## config.mk

```make
export PLATFORM = sky130hd
export DESIGN_NAME = barometer_pressure_compensation
export DESIGN_NICKNAME = d
export VERILOG_FILES = /design/src/bpc_pkg.sv /design/src/bpc_dpath.sv /design/src/barometer_pressure_compensation.sv
export VERILOG_INCLUDE_DIRS = /design/src /design/src/src
export SDC_FILE = /design/constraint.sdc
export NUM_CORES = 2
export LEC_CHECK = 0
export BUFFER_PORTS_ARGS = -buffer_cell sky130_fd_sc_hd__buf_2
export CAP_MARGIN = 25
export CORE_MARGIN = 2
export CORE_UTILIZATION = 65
export CTS_BUF_LIST = sky130_fd_sc_hd__clkbuf_4 sky130_fd_sc_hd__clkbuf_8
export DETAILED_ROUTE_END_ITERATION = 6
export PLACE_DENSITY = 0.82
export SKIP_CTS_REPAIR_TIMING = 1
export SLEW_MARGIN = 20
export SYNTH_ARGS = -nofsm -noshare
export SYNTH_HDL_FRONTEND = slang
export SYNTH_SLANG_ARGS = --single-unit
```

## constraint.sdc

```tcl
create_clock -name clock -period 15.2 [get_ports clock]
set_input_delay 4.56 -clock clock [delete_from_list [all_inputs] [get_ports clock]]
set_output_delay 4.56 -clock clock [all_outputs]
set_load 0.005 [all_outputs]
```

## src/assert_macros.svh

```systemverilog
// Assertion macros used by the top-level RTL file.
`ifndef ASSERT_MACROS_SVH
`define ASSERT_MACROS_SVH

// Property must hold at every clock edge outside reset.
`define ASSERT_HOLDS(label, clk, rst, prop, msg) \
   label: assert property (@(posedge clk) disable iff (rst) (prop)) else $error(msg);

// Condition must never be true outside reset.
`define ASSERT_NEVER(label, clk, rst, cond, msg) \
   label: assert property (@(posedge clk) disable iff (rst) !(cond)) else $error(msg);

`endif

```

## src/bpc_pkg.sv

```systemverilog
// Shared types and constants of the barometer pressure compensation block.
package bpc_pkg;

   localparam int NUM_STAGES = 9;

   // csr register indexes
   localparam logic [2:0] CSR_A0  = 3'd0;
   localparam logic [2:0] CSR_B1  = 3'd1;
   localparam logic [2:0] CSR_B2  = 3'd2;
   localparam logic [2:0] CSR_C12 = 3'd3;
   localparam logic [2:0] CSR_C11 = 3'd4;
   localparam logic [2:0] CSR_C22 = 3'd5;

   // temperature: 6400 - round((tadc - 472) * 5120 / 107)
   localparam logic signed [10:0] T_OFFSET = 11'sd472;
   localparam logic signed [15:0] T_BASE   = 16'sd6400;
   localparam logic [21:0]        T_ROUND  = 22'd53;
   localparam int                 T_SHIFT  = 29;
   localparam logic [22:0]        T_RECIP  = 23'((2**T_SHIFT + 106) / 107);

   // pressure: 12800 + (c * 16640 + 511) / 1023
   localparam logic [14:0] KPA_BASE  = 15'd12800;
   localparam logic [24:0] KPA_ROUND = 25'd511;
   localparam int          K_SHIFT   = 35;
   localparam logic [25:0] K_RECIP   = 26'(((64'd1 << K_SHIFT) + 64'd1022) / 64'd1023);

   typedef struct packed {
      logic signed [15:0] a0;
      logic signed [15:0] b1;
      logic signed [15:0] b2;
      logic signed [15:0] c12;
      logic signed [15:0] c11;
      logic signed [15:0] c22;
   } coef_type;

endpackage

```

## src/bpc_dpath.sv

```systemverilog
// Nine-stage datapath: compensation polynomial and unit conversions.
module bpc_dpath (
   input  logic                              clock,
   input  logic [bpc_pkg::NUM_STAGES-1:0]    ld,
   input  logic [15:0]                       pressure_word,
   input  logic [15:0]                       temperature_word,
   input  bpc_pkg::coef_type                 coef,
   output logic signed [18:0]                compensated_count,
   output logic [14:0]                       pressure_kpa_q8,
   output logic signed [15:0]                temperature_c_q8
);

   // stage 1
   logic [9:0]         padc1_ff, padc1_in, tadc1_ff, tadc1_in;
   logic signed [26:0] c11x1_1_ff, c11x1_1_in;
   logic signed [26:0] c12x2_1_ff, c12x2_1_in;
   logic signed [26:0] c22x2_1_ff, c22x2_1_in;
   logic [21:0]        tmag1_ff, tmag1_in;
   logic               tneg1_ff, tneg1_in;
   // stage 2
   logic [9:0]         padc2_ff, tadc2_ff;
   logic signed [26:0] c12x2_2_ff;
   logic signed [17:0] a11_2_ff, a11_2_in;
   logic signed [15:0] a2_2_ff, a2_2_in;
   logic [44:0]        tprod2_ff, tprod2_in;
   logic               tneg2_ff;
   // stage 3
   logic [9:0]         padc3_ff, tadc3_ff;
   logic signed [20:0] a1_3_ff, a1_3_in;
   logic signed [15:0] a2_3_ff;
   logic signed [15:0] temp3_ff, temp3_in;
   // stage 4
   logic signed [31:0] a1x1_4_ff, a1x1_4_in;
   logic signed [26:0] a2x2_4_ff, a2x2_4_in;
   logic signed [15:0] temp4_ff;
   // stage 5
   logic signed [21:0] y1_5_ff, y1_5_in;
   logic signed [26:0] a2x2_5_ff;
   logic signed [15:0] temp5_ff;
   // stage 6
   logic signed [18:0] pc6_ff, pc6_in;
   logic signed [15:0] temp6_ff;
   // stage 7
   logic signed [18:0] pc7_ff;
   logic [24:0]        kn7_ff, kn7_in;
   logic signed [15:0] temp7_ff;
   // stage 8
   logic signed [18:0] pc8_ff;
   logic [50:0]        kprod8_ff, kprod8_in;
   logic signed [15:0] temp8_ff;
   // stage 9
   logic signed [18:0] pc9_ff;
   logic [14:0]        kpa9_ff, kpa9_in;
   logic signed [15:0] temp9_ff;

   always_comb begin
      logic signed [10:0] d;
      logic signed [22:0] n;
      logic [22:0]        nabs;
      logic signed [31:0] s11, s2, s1, sy, sum, adj;
      logic [15:0]        tq;
      logic [9:0]         clamped;

      // stage 1: counts, raw products, temperature magnitude
      padc1_in   = pressure_word[15:6];
      tadc1_in   = temperature_word[15:6];
      c11x1_1_in = coef.c11 * signed'({1'b0, padc1_in});
      c12x2_1_in = coef.c12 * signed'({1'b0, tadc1_in});
      c22x2_1_in = coef.c22 * signed'({1'b0, tadc1_in});
      d          = signed'({1'b0, tadc1_in}) - bpc_pkg::T_OFFSET;
      n          = (23'(d) <<< 12) + (23'(d) <<< 10);
      nabs       = n[22] ? 23'(-n) : 23'(n);
      tneg1_in   = n[22];
      tmag1_in   = 22'(nabs) + bpc_pkg::T_ROUND;

      // stage 2: a11, a2, reciprocal product for /107
      s11       = (32'(coef.b1) <<< 14) + 32'(c11x1_1_ff);
      a11_2_in  = s11[31:14];
      s2        = (32'(coef.b2) <<< 15) + (32'(c22x2_1_ff) >>> 1);
      a2_2_in   = s2[31:16];
      tprod2_in = tmag1_ff * bpc_pkg::T_RECIP;

      // stage 3: a1, temperature result
      s1       = (32'(a11_2_ff) <<< 11) + 32'(c12x2_2_ff);
      a1_3_in  = s1[31:11];
      tq       = tprod2_ff[bpc_pkg::T_SHIFT+15:bpc_pkg::T_SHIFT];
      temp3_in = tneg2_ff ? (bpc_pkg::T_BASE + signed'(tq)) :
                            (bpc_pkg::T_BASE - signed'(tq));

      // stage 4: second-level products
      a1x1_4_in = a1_3_ff * signed'({1'b0, padc3_ff});
      a2x2_4_in = a2_3_ff * signed'({1'b0, tadc3_ff});

      // stage 5: y1
      sy      = (32'(coef.a0) <<< 10) + a1x1_4_ff;
      y1_5_in = sy[31:10];

      // stage 6: final sum, divide by 8192 toward zero
      sum    = (32'(y1_5_ff) <<< 10) + 32'(a2x2_5_ff);
      adj    = sum + (sum[31] ? 32'sd8191 : 32'sd0);
      pc6_in = adj[31:13];

      // stage 7: clamp and scale numerator
      if (pc6_ff[18]) begin
         clamped = 10'd0;
      end else if (pc6_ff > 19'sd1023) begin
         clamped = 10'd1023;
      end else begin
         clamped = pc6_ff[9:0];
      end
      kn7_in = (25'(clamped) << 14) + (25'(clamped) << 8) + bpc_pkg::KPA_ROUND;

      // stage 8: reciprocal product for /1023
      kprod8_in = kn7_ff * bpc_pkg::K_RECIP;

      // stage 9
      kpa9_in = 15'(kprod8_ff[bpc_pkg::K_SHIFT+15:bpc_pkg::K_SHIFT]) + bpc_pkg::KPA_BASE;
   end

   always_ff @(posedge clock) begin
      if (ld[0]) begin
         padc1_ff   <= padc1_in;
         tadc1_ff   <= tadc1_in;
         c11x1_1_ff <= c11x1_1_in;
         c12x2_1_ff <= c12x2_1_in;
         c22x2_1_ff <= c22x2_1_in;
         tmag1_ff   <= tmag1_in;
         tneg1_ff   <= tneg1_in;
      end
      if (ld[1]) begin
         padc2_ff   <= padc1_ff;
         tadc2_ff   <= tadc1_ff;
         c12x2_2_ff <= c12x2_1_ff;
         a11_2_ff   <= a11_2_in;
         a2_2_ff    <= a2_2_in;
         tprod2_ff  <= tprod2_in;
         tneg2_ff   <= tneg1_ff;
      end
      if (ld[2]) begin
         padc3_ff <= padc2_ff;
         tadc3_ff <= tadc2_ff;
         a1_3_ff  <= a1_3_in;
         a2_3_ff  <= a2_2_ff;
         temp3_ff <= temp3_in;
      end
      if (ld[3]) begin
         a1x1_4_ff <= a1x1_4_in;
         a2x2_4_ff <= a2x2_4_in;
         temp4_ff  <= temp3_ff;
      end
      if (ld[4]) begin
         y1_5_ff   <= y1_5_in;
         a2x2_5_ff <= a2x2_4_ff;
         temp5_ff  <= temp4_ff;
      end
      if (ld[5]) begin
         pc6_ff   <= pc6_in;
         temp6_ff <= temp5_ff;
      end
      if (ld[6]) begin
         pc7_ff   <= pc6_ff;
         kn7_ff   <= kn7_in;
         temp7_ff <= temp6_ff;
      end
      if (ld[7]) begin
         pc8_ff    <= pc7_ff;
         kprod8_ff <= kprod8_in;
         temp8_ff  <= temp7_ff;
      end
      if (ld[8]) begin
         pc9_ff   <= pc8_ff;
         kpa9_ff  <= kpa9_in;
         temp9_ff <= temp8_ff;
      end
   end

   assign compensated_count = pc9_ff;
   assign pressure_kpa_q8   = kpa9_ff;
   assign temperature_c_q8  = temp9_ff;

endmodule

```

## src/barometer_pressure_compensation.sv

```systemverilog
// Top level: coefficient registers, pipeline flow control and the datapath.
//
//   channel  | dir | handshake             | payload
//   req      | in  | req_tvalid/req_tready | pressure_word, temperature_word
//   rsp      | out | rsp_tvalid/rsp_tready | compensated_count, kPa Q7.8, degC Q8.8
//   csr      | in  | csr_wen               | csr_index, csr_wdata
//
// One request per cycle while the output is not stalled; the datapath has nine
// register stages (each multiplier is followed by a register).
// Reset (synchronous) empties the pipeline and clears all coefficients.
// Each stage holds its item while the stage after it is full and stalled;
// bubbles are squeezed out, so a stalled output still lets earlier stages fill.
`include "assert_macros.svh"

module barometer_pressure_compensation (
   input  logic        clock,
   input  logic        reset,
   input  logic        req_tvalid,
   output logic        req_tready,
   input  logic [31:0] req_tdata,   // [15:0] pressure_word, [31:16] temperature_word
   output logic        rsp_tvalid,
   input  logic        rsp_tready,
   output logic [55:0] rsp_tdata,   // [18:0] compensated_count, [33:19] pressure_kpa_q8,
                                    // [49:34] temperature_c_q8, [55:50] zero
   input  logic        csr_wen,
   input  logic [2:0]  csr_index,
   input  logic [15:0] csr_wdata
);

   localparam int NS = bpc_pkg::NUM_STAGES;

   bpc_pkg::coef_type coef_ff, coef_in;
   logic [NS-1:0]     vld_ff, vld_in;
   logic [NS:0]       rdy;

   logic signed [18:0] compensated_count;
   logic [14:0]        pressure_kpa_q8;
   logic signed [15:0] temperature_c_q8;

   always_comb begin
      coef_in = coef_ff;
      if (csr_wen) begin
         case (csr_index)
            bpc_pkg::CSR_A0:  coef_in.a0  = signed'(csr_wdata);
            bpc_pkg::CSR_B1:  coef_in.b1  = signed'(csr_wdata);
            bpc_pkg::CSR_B2:  coef_in.b2  = signed'(csr_wdata);
            bpc_pkg::CSR_C12: coef_in.c12 = signed'(csr_wdata);
            bpc_pkg::CSR_C11: coef_in.c11 = signed'(csr_wdata);
            bpc_pkg::CSR_C22: coef_in.c22 = signed'(csr_wdata);
            default: ;
         endcase
      end
   end

   // a stage may load when empty or when the next one loads too
   always_comb begin
      rdy[NS] = rsp_tready;
      for (int k = NS - 1; k >= 0; k--) begin
         rdy[k] = !vld_ff[k] || rdy[k+1];
      end
      for (int k = 0; k < NS; k++) begin
         if (rdy[k]) begin
            vld_in[k] = (k == 0) ? req_tvalid : vld_ff[(k == 0) ? 0 : k - 1];
         end else begin
            vld_in[k] = vld_ff[k];
         end
      end
   end

   always_ff @(posedge clock) begin
      if (reset) begin
         coef_ff <= '0;
         vld_ff  <= '0;
      end else begin
         coef_ff <= coef_in;
         vld_ff  <= vld_in;
      end
   end

   bpc_dpath u_dpath (
      .clock             (clock),
      .ld                (rdy[NS-1:0]),
      .pressure_word     (req_tdata[15:0]),
      .temperature_word  (req_tdata[31:16]),
      .coef              (coef_ff),
      .compensated_count (compensated_count),
      .pressure_kpa_q8   (pressure_kpa_q8),
      .temperature_c_q8  (temperature_c_q8)
   );

   assign req_tready = rdy[0];
   assign rsp_tvalid = vld_ff[NS-1];
   assign rsp_tdata  = {6'b0, temperature_c_q8, pressure_kpa_q8, compensated_count};

   `ASSERT_HOLDS(a_accept_enters, clock, reset, (req_tvalid && req_tready) |=> vld_ff[0], "accepted request did not enter the first stage")
   `ASSERT_NEVER(a_empty_stalls, clock, reset, (vld_ff == '0) && !req_tready, "empty pipeline refused a request")
   `ASSERT_NEVER(a_kpa_range, clock, reset, rsp_tvalid && (pressure_kpa_q8 < 15'd12800 || pressure_kpa_q8 > 15'd29440), "pressure outside 12800..29440")
   `ASSERT_NEVER(a_temp_range, clock, reset, rsp_tvalid && (temperature_c_q8 < -16'sd19966 || temperature_c_q8 > 16'sd28986), "temperature outside -19966..28986")

endmodule
```

Yosys cells after proc, flatten, opt, wreduce, memory -nomap -nowiden
Cells that the tools add are included.

storage, ports and cells
  bits in registers = 794
  output and inout port bits = 58
  word-level logic and storage cells = 109

cells by class
  add/sub/neg operators = 15
  $mul = 7
  $lt $le $gt $ge = 1
  eq/ne operators = 5
  multiplexer cells = 5
  reduce and logical (&&, ||, !) cells = 25

operators by type and width
  cell                    count
  $mul 16x11->27          4
  $mul 25x26->50 const B  1
  $mul 22x22->44 const B  1
  $add 26x32->32          1
  $add 31x26->32          1
  $add 32x27->32          1
  $add 32x32->32          1
  $add 30x27->31          1
  $add 28x27->29          1
  $mul 18x11->29          1
  $add 24x18->25          1
  $add 25x9->25 const B   1
  $add 23x21->23          1
  $add 22x6->22 const B   1
  $mux 22                 1
  $neg 22->22             1
  $mux 10                 2
  $gt 19x11->1 const B    1
  $add 14x16->16 const A  1
  $mux 16                 1
  $sub 14x16->16 const A  1
  $add 15x14->15 const B  1
  $mux 13                 1
  $reduce_and 2->1        6
  other kinds (7)         25

Logic depth before layout (Yosys ltp)
  depth after elaboration = 10
  gate-level depth with buffers = 26
  mapped depth without buffers = 26

Modules after synthesis
Synthesis repeated with hierarchy kept, for this count alone.

second synthesis, totals
  cells, all modules = 6,073
  area total of the unflattened synthesis = 63,199.4 um2

by module, submodules not included
  module                           instances  cells an instance  area each (um2)
  bpc_dpath                        1          5,591              59,364.4
  barometer_pressure_compensation  1          482                3,834.9

Worst setup path before layout
OpenSTA, ideal clock, no wires.

  path kind = input -> output
  start = input port rsp_tready
  end = output port req_tready
  arrival = 9.158 ns
  required time = 10.640 ns
  path slack = 1.482 ns
  stages = 6
  path buffers = 0
  cells stage by stage = nor2b_1 and2_1 and3_1 nand3_1 nor2_1 nand3_1

between the ends
  cells in the longest elaborated chain, start to end = 9

ends and longest elaborated chain
  what                            line                                   source
  from (decl)                     barometer_pressure_compensation.sv:22  input logic rsp_tready,
  $logic_or 1x1->1 (6 in series)  barometer_pressure_compensation.sv:59  rdy[k] = !vld_ff[k] || rdy[k+1];
  named net rdy[3]                barometer_pressure_compensation.sv:34  logic [NS:0] rdy;
  $logic_or 1x1->1 (3 in series)  barometer_pressure_compensation.sv:59
  to (decl)                       barometer_pressure_compensation.sv:19  output logic req_tready,

The timed path passes the listed nets, and every way through them passes these cells.

Final worst setup path
Ends and elaborated chain as after synthesis.

==> impl_metrics.ini <==
[global_routing]
grt_pass1_vias = 44100
gr-total-overflow = 0
grt_start_max_net_pins = 76
grt_antenna_before_repair = 3
grt_first_pass_wirelength_um = 215000
grt_usage = 0.271

[place]
place_area_um2 = 64400
portBuffers = 95
gp_congestion = 0.904
hpwlAfterDp_um = 99100

[floorplan]
dieArea_um2 = 99300
die_h_um = 315
rows = 114
core-area_um2 = 96300
start_util = 0.654
die_w_um = 315
io_pins = 114

[finish]
fill_cells = 6811
post-route-util = 0.692
register_area_um2 = 18400
final_area_um2 = 66700
multi_input_comb_area_um2 = 39400
synthToLayoutAreaGrowth_pct = 5.94
drive_above_1_share = 0.0533
final_nets = 7657

[cts]
h-tree-depth = 3
cts_buffers = 105
cts.sinks = 647
cts_tree = yes
clkTransAtPathRegs_ps = 60
clockBufferDepth = 3
root_buffer = clkbuf_8
insertion_delay_ps = 760

[synth]
yosys_register_bits = 647
netlist.area_leader.share = 0.267
synth_edf_count = 542
ys.flop_type = edfxtp_1
netlist_area_um2 = 62900
synth.distinct_cells = 86
synth_common_cells = inv_1, fa_1, nand2_1, ha_1, edfxtp_1
avgSynthCellArea_um2 = 10.4
synthArstFlopShare = 0
yosysSeqAreaShare = 0.292
yosys.area.top_type = fa_1
netlist_top_cells_area = fa_1, edfxtp_1, ha_1
synth.most_common_cell = inv_1
netlist_instances = 6023
yosysWarnings = 0

[timing]
finClkSkew_ps = 37.6
max_freq_mhz = 85.0
hold_viol_final = 0
period_minus_slack_ps = 11770
min_period_over_period = 0.774
setup_viol = 0
tns_ps = 0
worst_slew_pin_slew_ps = 1030
grt_setup_unrepaired = no
relSlewSlack = 0.307
maxSlewViolCount = 0

[route]
wl_um = 130000
ant_nets = 0
viasPerCell = 5.62
num_vias = 41700
drt-initial-drc-count = 2836
drt_pass1_iterations = 7
detail_route.wl_per_cell_um = 17.5
drcViolationCount = 5

[run_status]
violations = design-rule violations
status = complete, but fails checks

[setup_path]
start_kind = primary input
crit_arrival_ps = 7210
r2r_slack_ps = 7810
cp_data_required_time_ps = 10640
rr_startpoint = u_dpath.padc3_ff[5]
r2r_cells = 20
reg2reg_to = u_dpath.a1x1_4_ff[30]
path_max_fanout = 64
crit_type = primary input to output port
worst_setup_path_end_kind = output port

[worst_hold_path]
holdPathStages = 0
min_path_type = flop to flop
holdCritStartpoint = u_dpath.a2_2_ff[14]
hold_path_end = u_dpath.a2_3_ff[14]

[flow_run]
cap_violations = 0
metrics by stage:
stage / worst slack [ps] / hold slack [ps] / cells
2_1_floorplan: 1480 / 400 / 6028
3_3_place_gp: 3520 / 400 / 7213
3_5_place_dp: 3470 / 405 / 7216
4_1_cts: 3450 / 404 / 7411
5_1_grt: 3240 / 401 / 7415
6_report: 3430 / 407 / 7416
metal layers:
layer  vias to the layer above  part of all wire  GRT usage
met1                     20700              0.40      0.348
met4                         2             0.031     0.0972
met5                         -          0.000085          0
li1                      19300                 -          -
met3                       274             0.069     0.0416
met2                      1429              0.50      0.468
cells by family (layout without fill, tap and decap cells):
family / after synthesis / in the layout / share of synthesized area
simple gates: 1578 / 1578 / 0.118
other cells: 1 / 9 / 0.0000596
buf+inv: 1364 / 1473 / 0.0821
compound gates: 612 / 612 / 0.0615
xor+xnor: 263 / 263 / 0.0366
fa+ha+maj: 1552 / 1552 / 0.409
mux: 6 / 6 / 0.00103
flops: 647 / 647 / 0.292
state kept, by name (all words and copies together), names as in the netlist, 18 cells and up:
| name | count |
|---|---|
| coef_ff | 96 |
| u_dpath.a1_3_ff | 18 |
| u_dpath.pc7_ff | 19 |
| u_dpath.a2x2_4_ff | 27 |
| u_dpath.compensated_count | 19 |
| u_dpath.pc8_ff | 19 |
| u_dpath.a2x2_5_ff | 27 |
| u_dpath.y1_5_ff | 22 |
| u_dpath.pc6_ff | 19 |
| u_dpath.a1x1_4_ff | 19 |
worst max-delay path, stage by stage:
cell     delay [ps]
buf_2           100
nor2b_1         210
and2_1          330
and3_1          350
nand3_4          90
buf_4           340
nor2_1          560
nand3_4         350
buf_2           240
area by class of cell:
| class | instances | share of cell area |
|---|---|---|
| flip-flops and latches | 647 | 0.276 |
| clock inverters | 53 | 0.00672 |
| diodes | 3 | 0.000113 |
| multi-input cells | 4017 | 0.592 |
| inverters | 1167 | 0.0657 |
| clock buffers | 142 | 0.0267 |
| repair buffers | 111 | 0.00953 |
| well taps | 1276 | 0.0239 |
cell usage in the layout (no fill, tap or decap), types with 26 or more instances in the layout:
master	synthesis	layout
a21o_1	75	75
a21oi_1	260	260
and2_1	345	345
and3_1	26	26
buf_2	1	94
clkbuf_4	0	29
clkbuf_8	1	114
dfxtp_1	105	105
edfxtp_1	542	542
fa_1	840	840
ha_1	712	712
inv_1	1167	1164
nand2_1	772	769
nand3_1	61	59
nor2_1	192	192
nor2b_1	31	31
nor3_1	50	50
o21ai_0	75	75
xnor2_1	182	182
xor2_1	81	81
worst max-delay path by stage:
stage | start | endpoint | cells after the start
6_report | rsp_tready | req_tready | 9
4_1_cts | rsp_tready | req_tready | 9
3_5_place_dp | rsp_tready | req_tready | 9
5_1_grt | rsp_tready | req_tready | 9
2_1_floorplan | rsp_tready | req_tready | 6
3_3_place_gp | rsp_tready | req_tready | 9
Power is left out: the tool's default activity adds up to more than one toggle a clock period on the data nets, which glitch-free logic cannot reach.
